File: config.mk
export PLATFORM = sky130hd
export DESIGN_NAME = lbp_cell
export DESIGN_NICKNAME = d
export VERILOG_FILES = /design/src/rtl/lbp_pkg.sv /design/src/rtl/lbp_cell.sv
export SDC_FILE = /design/constraint.sdc
export NUM_CORES = 1
export LEC_CHECK = 0
export BUFFER_PORTS_ARGS = -buffer_cell sky130_fd_sc_hd__buf_4
export CAP_MARGIN = 25
export CORE_MARGIN = 4
export CORE_UTILIZATION = 47
export DETAILED_ROUTE_END_ITERATION = 6
export PLACE_DENSITY_LB_ADDON = 0.25
export SLEW_MARGIN = 40
export SYNTH_ARGS = -nofsm -noshare
export SYNTH_HDL_FRONTEND = slang
export SYNTH_SLANG_ARGS = --single-unit
File: constraint.sdc
create_clock -name clk -period 1.4 [get_ports clk]
set_input_delay 0.07 -clock clk [delete_from_list [all_inputs] [get_ports clk]]
set_output_delay 0.07 -clock clk [all_outputs]
set_load 0.03 [all_outputs]
File: src/rtl/lbp_pkg.sv
// ----------------------------------------------------------------------------
// lbp_pkg: shared types and constants for the 3x3 lbp operator
// Pixel and line-store word types, the window column type, pipeline control
// and the constant uniform-pattern lookup table.
// ----------------------------------------------------------------------------
package lbp_pkg;

	localparam int PIX_W        = 8;
	localparam int NEIGHBORS    = 8;
	localparam int CODE_COUNT   = 1 << NEIGHBORS;
	localparam int CFG_DATA_W   = 16;
	localparam int CFG_IDX_W    = 2;
	localparam int FRAME_W_W    = 11;
	localparam int FRAME_H_W    = 16;
	localparam int MIN_DIM      = 3;
	localparam int BORDER       = 2;
	localparam int MAX_CHANGES  = 2;

	localparam logic [FRAME_W_W-1:0] FRAME_W_RESET = 11'd640;
	localparam logic [FRAME_H_W-1:0] FRAME_H_RESET = 16'd480;

	typedef enum logic [CFG_IDX_W-1:0] {
		REG_FRAME_WIDTH  = 2'd0,
		REG_FRAME_HEIGHT = 2'd1,
		REG_UNIFORM_MODE = 2'd2
	} cfg_reg_t;

	typedef logic [PIX_W-1:0] pix_t;

	// one window column, top to bottom
	typedef struct packed {
		pix_t top;
		pix_t mid;
		pix_t bot;
	} col_t;

	// line store word: row two above and row just above
	typedef struct packed {
		pix_t upper;
		pix_t middle;
	} line_word_t;

	typedef struct packed {
		logic valid;
		logic emit;
		logic last;
	} stage_t;

	typedef logic [PIX_W-1:0] lut_t [CODE_COUNT];

	function automatic lut_t build_uniform_lut();
		lut_t lut;
		logic [CODE_COUNT-1:0] is_uniform;
		logic [NEIGHBORS-1:0] c;
		int rank;
		rank = 0;
		for (int code = 0; code < CODE_COUNT; code++) begin
			c = NEIGHBORS'(code);
			is_uniform[code] = ($countones(c ^ {c[0], c[NEIGHBORS-1:1]}) <= MAX_CHANGES);
			if (is_uniform[code]) begin
				lut[code] = PIX_W'(rank);
				rank++;
			end else begin
				lut[code] = '0;
			end
		end
		// everything else lands in the noise bin after the last rank
		for (int code = 0; code < CODE_COUNT; code++) begin
			if (!is_uniform[code]) begin
				lut[code] = PIX_W'(rank);
			end
		end
		return lut;
	endfunction

	localparam lut_t UNIFORM_LUT = build_uniform_lut();

endpackage

File: src/rtl/lbp_cell.sv
// ----------------------------------------------------------------------------
// lbp_cell: one column of the 3x3 window
// Holds a pixel column, hands it to the left neighbor on every shift and
// compares its pixels against the window center.
// ----------------------------------------------------------------------------
module lbp_cell (
	input  logic          clk,
	input  logic          arst_n,
	input  logic          shift,
	input  lbp_pkg::col_t col_in,
	input  lbp_pkg::pix_t center,
	output lbp_pkg::col_t col_q,
	output logic [2:0]    ge
);

	always_ff @(posedge clk or negedge arst_n) begin
		if (!arst_n) begin
			col_q <= '0;
		end else if (shift) begin
			col_q <= col_in;
		end
	end

	// top, middle, bottom against the center
	assign ge = {col_q.top >= center, col_q.mid >= center, col_q.bot >= center};

endmodule

[Yosys cells after proc, flatten, opt, wreduce, memory -nomap -nowiden]
Cells that the tools add are included.
Storage, ports and cells
  output and inout port bits: 27
  register bits after elaboration: 24
  logic and storage cells: 6
  input port bits: 35
Operators by class
  order comparisons: 3
Operators with widths (number)
  8-bit greater-or-equal comparator: 3

[Logic depth before layout (Yosys ltp)]
Gate-level depths: netlist (run 1).
  depth after elaboration: 1
  mapped depth: 5
  mapped depth without buffers: 5

[Worst setup path after synthesis (run 1)]
No wires, ideal clock.
  path kind: register -> output
  start point: register col_q[6] (netlist name)
  end point: output ge[0]
  cell stages (with the launch flop): 5
  path buffers: 0
  setup slack: -0.178 ns
  arrival: 1.508 ns
  required time: 1.330 ns
  cell sequence: dfrtp_1 ha_1 and3_1 nand3_1 o21ai_1
Between the ends
  cells in the longest elaborated chain, start to end: 1
Ends and longest elaborated chain
  start: declaration: RTL line lbp_cell.sv:12  | output lbp_pkg::col_t col_q,
  start signal: assignment: RTL line lbp_cell.sv:20  | col_q <= col_in;
  8-bit greater-or-equal comparator: RTL line lbp_cell.sv:25  | assign ge = {col_q.top >= center, col_q.mid >= center, col_q.bot >= center};
  end: declaration: RTL line lbp_cell.sv:13  | output logic [2:0] ge
No other way between the ends.

[Worst setup path in the final report (run 1)]
  start point: register col_q[4] (netlist name)
  end point: output ge[0]
Same word-level chain as after synthesis.

==> impl_metrics.yaml, run 1 <==
outcome:
  outcome: "finished with violations"
  violations: "negative setup slack"
global_route:
  grt_pass1_vias: 1547
  grt_pass1_wl_um: 7520
  gr-total-overflow: 0
  antenna_found_initial: 0
  grt_usage_pct: 24.5
  grt_max_degree: 28
setup_path:
  criticalPathCategory: "flip-flop to output port"
  reg2reg_slack_ps: 330
  cp_num_cells: 5
  critPathSlowestCell: "dfrtp_2"
  required_ps: 1330
  startpoint_type: "flip-flop"
  max_stage_delay_ps: 470
  arrival_ps: 1830
  ff2ff_path_depth: 3
  path_max_fanout: 2
  cp_cell_sequence: "ha_4 > a21o_1 > a221oi_4 > o21ai_4 > buf_6"
  r2r_end: "col_q[22]"
  cp-end-kind: "output port"
  crit_buf_inv: 1
  r2r-start: "col_q[22]"
  cpLargestDelayFamily: "compound AO/OA/AOI/OAI gates"
yosys:
  postSynthAreaPerCell_um2: 12.8
  synthCells: 115
  yosys.area_share.simple_pct: 4.32
  synth_top_family_by_area: "adder cells"
  yosys.area_share.adder_pct: 20.3
  ys_seq_area_share_pct: 40.7
  synthMuxAreaShare_pct: 19.6
  synth_seq_cells: 24
  synth_compound_area_share_pct: 9.66
  synthesis.yosys.warnings: 0
  synth_cell_type_count: 16
  synth_nets: 174
  synth-xor-area-share_pct: 0
  syn_area_um2: 1480
clocking:
  clk_pin_slew_ps: 150
  cts-root-buf: "clkbuf_4"
  clock_latency_ps: 340
  htreeDepth: 1
  cts_tree: "yes"
  cts.path.max_buffers: 2
  cts_buffers: 3
  clock-sinks: 24
timing:
  fin_ws_ps: -496
  final_max_slew_viol_count: 0
  setup_viol: 3
  worst_pin_slew_ps: 416
  hold_viol: 0
  max_freq_mhz: 528
  slew_headroom_pct: 72.2
  worst_clock_skew_ps: 0
  setup_tns_ps: -1360
  rsz0062_at_grt: "yes"
  fin_crit_ps: 1900
  period_share_pct: 135
cells_and_area:
  largest_reg_flops: 24
  reg_top3: "col_q (24)"
  drive_gt1_share_pct: 68.5
  layout_common_cells: "77 x buf_4, 25 x dlygate4sd3_1, 18 x dfrtp_2, 14 x mux2_4, 12 x ha_4"
  largest-register: "col_q"
  layout_commonest_cell: "buf_4"
  n_fill_cell: 122
  syn_to_final_growth_pct: 86.2
  nets: 282
  antenna_cells: 0
route:
  drc: 0
  num_vias: 1365
  dr.pass1.iters: 4
  vias_per_cell: 5.13
  post_drt_wl_per_cell_um: 20.3
  ant_nets: 0
  wl_met1_um: 2010
  top_layer: "met4"
  drtIter0Drc: 72
  met2_wirelength_um: 2900
  wl_met3_um: 291
  wirelength_um: 5390
place:
  dp.final_hpwl_um: 3010
  pre_cts_ws_ps: -87.1
  numPortBuffers: 61
  place.gp.congestion: 0.735
floorplan:
  start_util_pct: 48.8
  die_y_um: 64.0
  rows: 20
  coreArea_um2: 3030
  die_w_um: 64.0
  die-area_um2: 4100
  io_pins: 62
pwr:
  fin_total_pwr_mw: 2.53
  powerDensity_nw_per_um2: 921
  p_seq_share_pct: 33.2
  power_frac_comb_pct: 46.0
  peakVddDrop_mv: 0.793
  p_clk_share_pct: 20.8
  p_int_mw: 1.67
  sw_frac_of_total_pct: 34.2
  leakagePower_nw: 1.32
  power_switching_mw: 0.865
flow_run:
  drv_cap: 0
worst_hold_path:
  min-delay-start: "shift"
  holdPathEnd: "col_q[8]"
  min_delay_path_depth: 3
  hold_path_class: "input pin to flip-flop"
-- cell type report --
class	count	area, µm²	area share [%]
multi-input combinational	78	1100	40.0
timing repair buffer	106	882	32.1
sequential	24	623	22.7
tap	44	55.1	2.00
inverter	10	37.5	1.37
clock inverter	1	30.0	1.09
clock buffer	3	22.5	0.819
-- synthesized netlist by cell type --
cell type	number	area, µm²
ha_1	24	300
buf_6	2	22.5
nand3_1	3	15.0
a21o_1	9	67.6
o21ai_1	3	15.0
nand2_1	3	11.3
a31oi_1	3	18.8
a221oi_1	3	26.3
buf_12	1	20.0
and3_1	3	18.8
mux2_4	14	210
o21ai_0	3	15.0
nand2b_1	3	18.8
dfrtp_1	24	601
mux2_2	7	78.8
inv_1	10	37.5
-- how the worst max path moves through the flow --
stage / start / endpoint / slack (ps)
after CTS: col_q[6] / ge[0] / -440
after global placement: center[6] / ge[0] / -70
after detailed placement: col_q[10] / ge[1] / -90
final: col_q[4] / ge[0] / -500
after global routing: col_q[4] / ge[0] / -520
after floorplan: col_q[6] / ge[0] / 2
-- per-layer routing --
layer,GRT usage (%),up-vias
li1,-,634
met1,25.5,664
met2,47.7,53
met3,5.10,14
met4,8.09,0
met5,0,-
-- stage by stage --
| step | util (%) | cell area (µm²) | hold slack [ps] | cells |
|---|---|---|---|---|
| 2_1_floorplan | - | 1730 | -226 | 115 |
| 3_3_place_gp | 77.1 | 2340 | -11.5 | 234 |
| 3_5_place_dp | 77.1 | 2340 | -8.26 | 234 |
| 4_1_cts | 88.1 | 2670 | 156 | 263 |
| 5_1_grt | 90.8 | 2750 | 188 | 266 |
| 6_report | 90.8 | 2750 | 163 | 266 |
-- cells by family after synthesis --
logic type      Yosys count
compound gates           21
fa+ha+maj                24
buf+inv                  13
flops                    24
mux                      21
simple gates             12
-- worst reg2reg max path: stages (launching register included) --
cell and delay [ps]:
dfrtp_2 450, buf_4 140, buf_4 130, mux2_4 260
-- what timing repair did --
item / 4_1_cts / 5_1_grt
setup buffers: 0 / 3
hold endpoints to repair: 48 / 0
resized for setup: 6 / 8
endpoints found under the setup margin: 3 / 3
hold buffers: 25 / 0
pin swaps: 5 / 6
-- power groups by stage --
| stage | combinational [mW] | sequential, mW | clock, mW |
|---|---|---|---|
| 4_1_cts | 1.06 | 0.835 | 0.528 |
| 3_5_place_dp | 0.971 | 0.846 | 0 |
| 6_report | 1.17 | 0.841 | 0.525 |
| 5_1_grt | 1.23 | 0.846 | 0.566 |
| 3_3_place_gp | 0.932 | 0.841 | 0 |
| 2_1_floorplan | 0.444 | 0.985 | 0 |
Power figures use the tool's default switching activity.
==> run 2: changes to the inputs <==
ABC_AREA = 1   (was default)
CORE_UTILIZATION = 48   (was 47)
clock period = 1.8 ns   (was 1.4 ns; I/O delays follow)
==> run 2 against run 1 <==
Against the previous run:
- the flow now finishes without violations
- non-clock buffer count decreased by 18
- worst hold slack improved by 19 ps
- register-to-register slack improved by 520 ps
- first-iteration DRC count decreased by 56%
- clock skew unchanged
- synthesized cell count increased by 28%
- critical path depth increased by 1
- via count decreased by 4.4%
- flip-flop and latch count unchanged
- highest routed layer unchanged
==> impl_metrics.yaml, run 2 <==
route:
  num_vias: 1305
  dr.pass1.iters: 4
  wirelength_um: 3930
  drc: 0
  post_drt_wl_per_cell_um: 14.1
  vias_per_cell: 4.68
  ant_nets: 0
  drtIter0Drc: 32
yosys:
  synth_seq_cells: 24
  async_reset_ff_share_pct: 100
  synth-xor-area-share_pct: 0
  yosys.area_share.simple_pct: 10.6
  synthesis.yosys.warnings: 0
  ys_seq_area_share_pct: 38.9
  synth_area_leaders: "dfrtp_1 39%, ha_1 19%, mux2_4 14%"
  postSynthAreaPerCell_um2: 10.5
  synth-edff-count: 0
  synth_nets: 206
  synth_cell_type_count: 15
  yosys.area_share.adder_pct: 19.5
  synth_top_area_share_pct: 38.9
  ys.flop_type: "dfrtp_1"
  syn_area_um2: 1540
  synth_compound_area_share_pct: 4.38
  synth.most_common_cell: "nand2_1"
  synthMuxAreaShare_pct: 18.7
  synthCells: 147
  synth_top_area_cell: "dfrtp_1"
  synth_top_family_by_area: "adder cells"
  synthTopCellsByCount: "31 x nand2_1, 24 x dfrtp_1, 24 x ha_1"
clocking:
  clk_pin_slew_ps: 140
  clock-sinks: 24
  cts_buffers: 3
  cts-root-buf: "clkbuf_4"
  htreeDepth: 1
  clock_latency_ps: 320
  cts.path.max_buffers: 2
  cts_tree: "yes"
global_route:
  grt_usage_pct: 19.4
  grt_pass1_wl_um: 6290
  grt_max_degree: 28
  gr-total-overflow: 0
  antenna_found_initial: 0
  grt_pass1_vias: 1365
pwr:
  peakVddDrop_mv: 0.489
  powerDensity_nw_per_um2: 657
  leakagePower_nw: 1.26
timing:
  rsz0062_at_grt: "no"
  fin_crit_ps: 1690
  worst_clock_skew_ps: 0
  worst_pin_slew_ps: 404
  setup_viol: 0
  period_share_pct: 93.9
  hold_viol: 0
  hold_ws_ps: 182
  final_max_slew_viol_count: 0
  slew_headroom_pct: 73.0
  setup_tns_ps: 0
  max_freq_mhz: 592
outcome:
  outcome: "completed"
setup_path:
  cp-end-kind: "output port"
  max_stage_delay_ps: 420
  criticalPathCategory: "flip-flop to output port"
  r2r-start: "col_q[5]"
  arrival_ps: 1600
  startpoint_type: "flip-flop"
  reg2reg_slack_ps: 850
  path_max_fanout: 3
  cp_cell_sequence: "ha_1 > nand2_1 > nor2_2 > nand4_1 > nand3_1 > buf_4"
  crit_buf_inv: 1
  cpLargestDelayFamily: "flip-flops"
  critPathSlowestCell: "dfrtp_1"
  crit_start: "col_q[7]"
  required_ps: 1710
worst_hold_path:
  hold_path_class: "input pin to async pin"
cells_and_area:
  layout_commonest_cell: "buf_4"
  nets: 296
  stdcell_area_um2: 2330
  syn_to_final_growth_pct: 50.9
  largest-register: "col_q"
  layout_common_cells: "63 x buf_4, 31 x nand2_1, 25 x dlygate4sd3_1, 24 x dfrtp_1, 22 x ha_1"
  final_util_pct: 76.3
  drive_gt1_share_pct: 38.3
  antenna_cells: 0
  largest_reg_flops: 24
  fin_cells: 279
  reg_top3: "col_q (24)"
place:
  place.gp.congestion: 0.832
  placed_cells: 249
  numPortBuffers: 61
  dpl_cell_area_um2: 2010
  dp.final_hpwl_um: 2770
floorplan:
  coreArea_um2: 3050
  start_util_pct: 50.5
  die_y_um: 64.7
  die-area_um2: 4180
  die_w_um: 64.7
  rows: 20
  io_pins: 62
flow_run:
  drv_cap: 0
==> run 2: cell count changes in the layout (fill, tap and decap cells not counted), moves of 8 or more <==
cell and change:
a21o_1 -8, buf_4 -14, dfrtp_1 +18, dfrtp_2 -18, ha_1 +11, ha_4 -10
inv_1 +12, nand2_1 +28
==> run 2: timing repair <==
item | 4_1_cts | 5_1_grt
hold buffers | 20 | 5
gates resized for setup | 0 | 3
buffers inserted | 0 | 2
hold endpoints to repair | 43 | 5
endpoints found under the setup margin | 0 | 1
==> run 2: final cells by class <==
class	instances	area [µm²]
Multi-Input combinational cell	99	848
Fill cell	220	724
Timing Repair Buffer	88	723
Sequential cell	24	601
Inverter	21	78.8
Tap cell	44	55.1
Clock buffer	3	22.5
==> run 2: kinds of logic after synthesis <==
kind of cell / Yosys count
buf+inv: 24
flops: 24
simple gates: 42
fa+ha+maj: 24
compound gates: 12
mux: 21
==> run 2: path summary, 6_finish.rpt <==
check                            end  cells after the start
max in group asynchronous  col_q[23]                      2
max reg2reg                 col_q[5]                      2
min reg2reg                col_q[23]                      1
min in group clk            col_q[0]                      3
min                        col_q[16]                      2
max                            ge[0]                      6
==> run 2: power by group <==
part | internal [mW] | total (mW) | switching (mW)
sequential | 0.592 | 0.641 | 0.0483
clock | 0.0784 | 0.243 | 0.165
combinational | 0.315 | 0.647 | 0.332
==> run 2: stage by stage <==
stage / worst slack (ps) / total power, mW
global placement: 459 / 1.22
finish: 110 / 1.53
CTS: 74.0 / 1.51
detailed placement: 441 / 1.24
global route: 2.60 / 1.64
floorplan: 381 / 1.01
==> run 2: layer usage <==
| metal | vias to the layer above | wire length [µm] | track usage, % | share of wire, % |
|---|---|---|---|---|
| met5 | - | 0 | 0 | 0 |
| met4 | 0 | 58 | 7.12 | 1.5 |
| met3 | 7 | 168 | 2.95 | 4.3 |
| met2 | 36 | 2110 | 35.1 | 54 |
| met1 | 602 | 1590 | 23.1 | 40 |
| li1 | 660 | - | - | - |
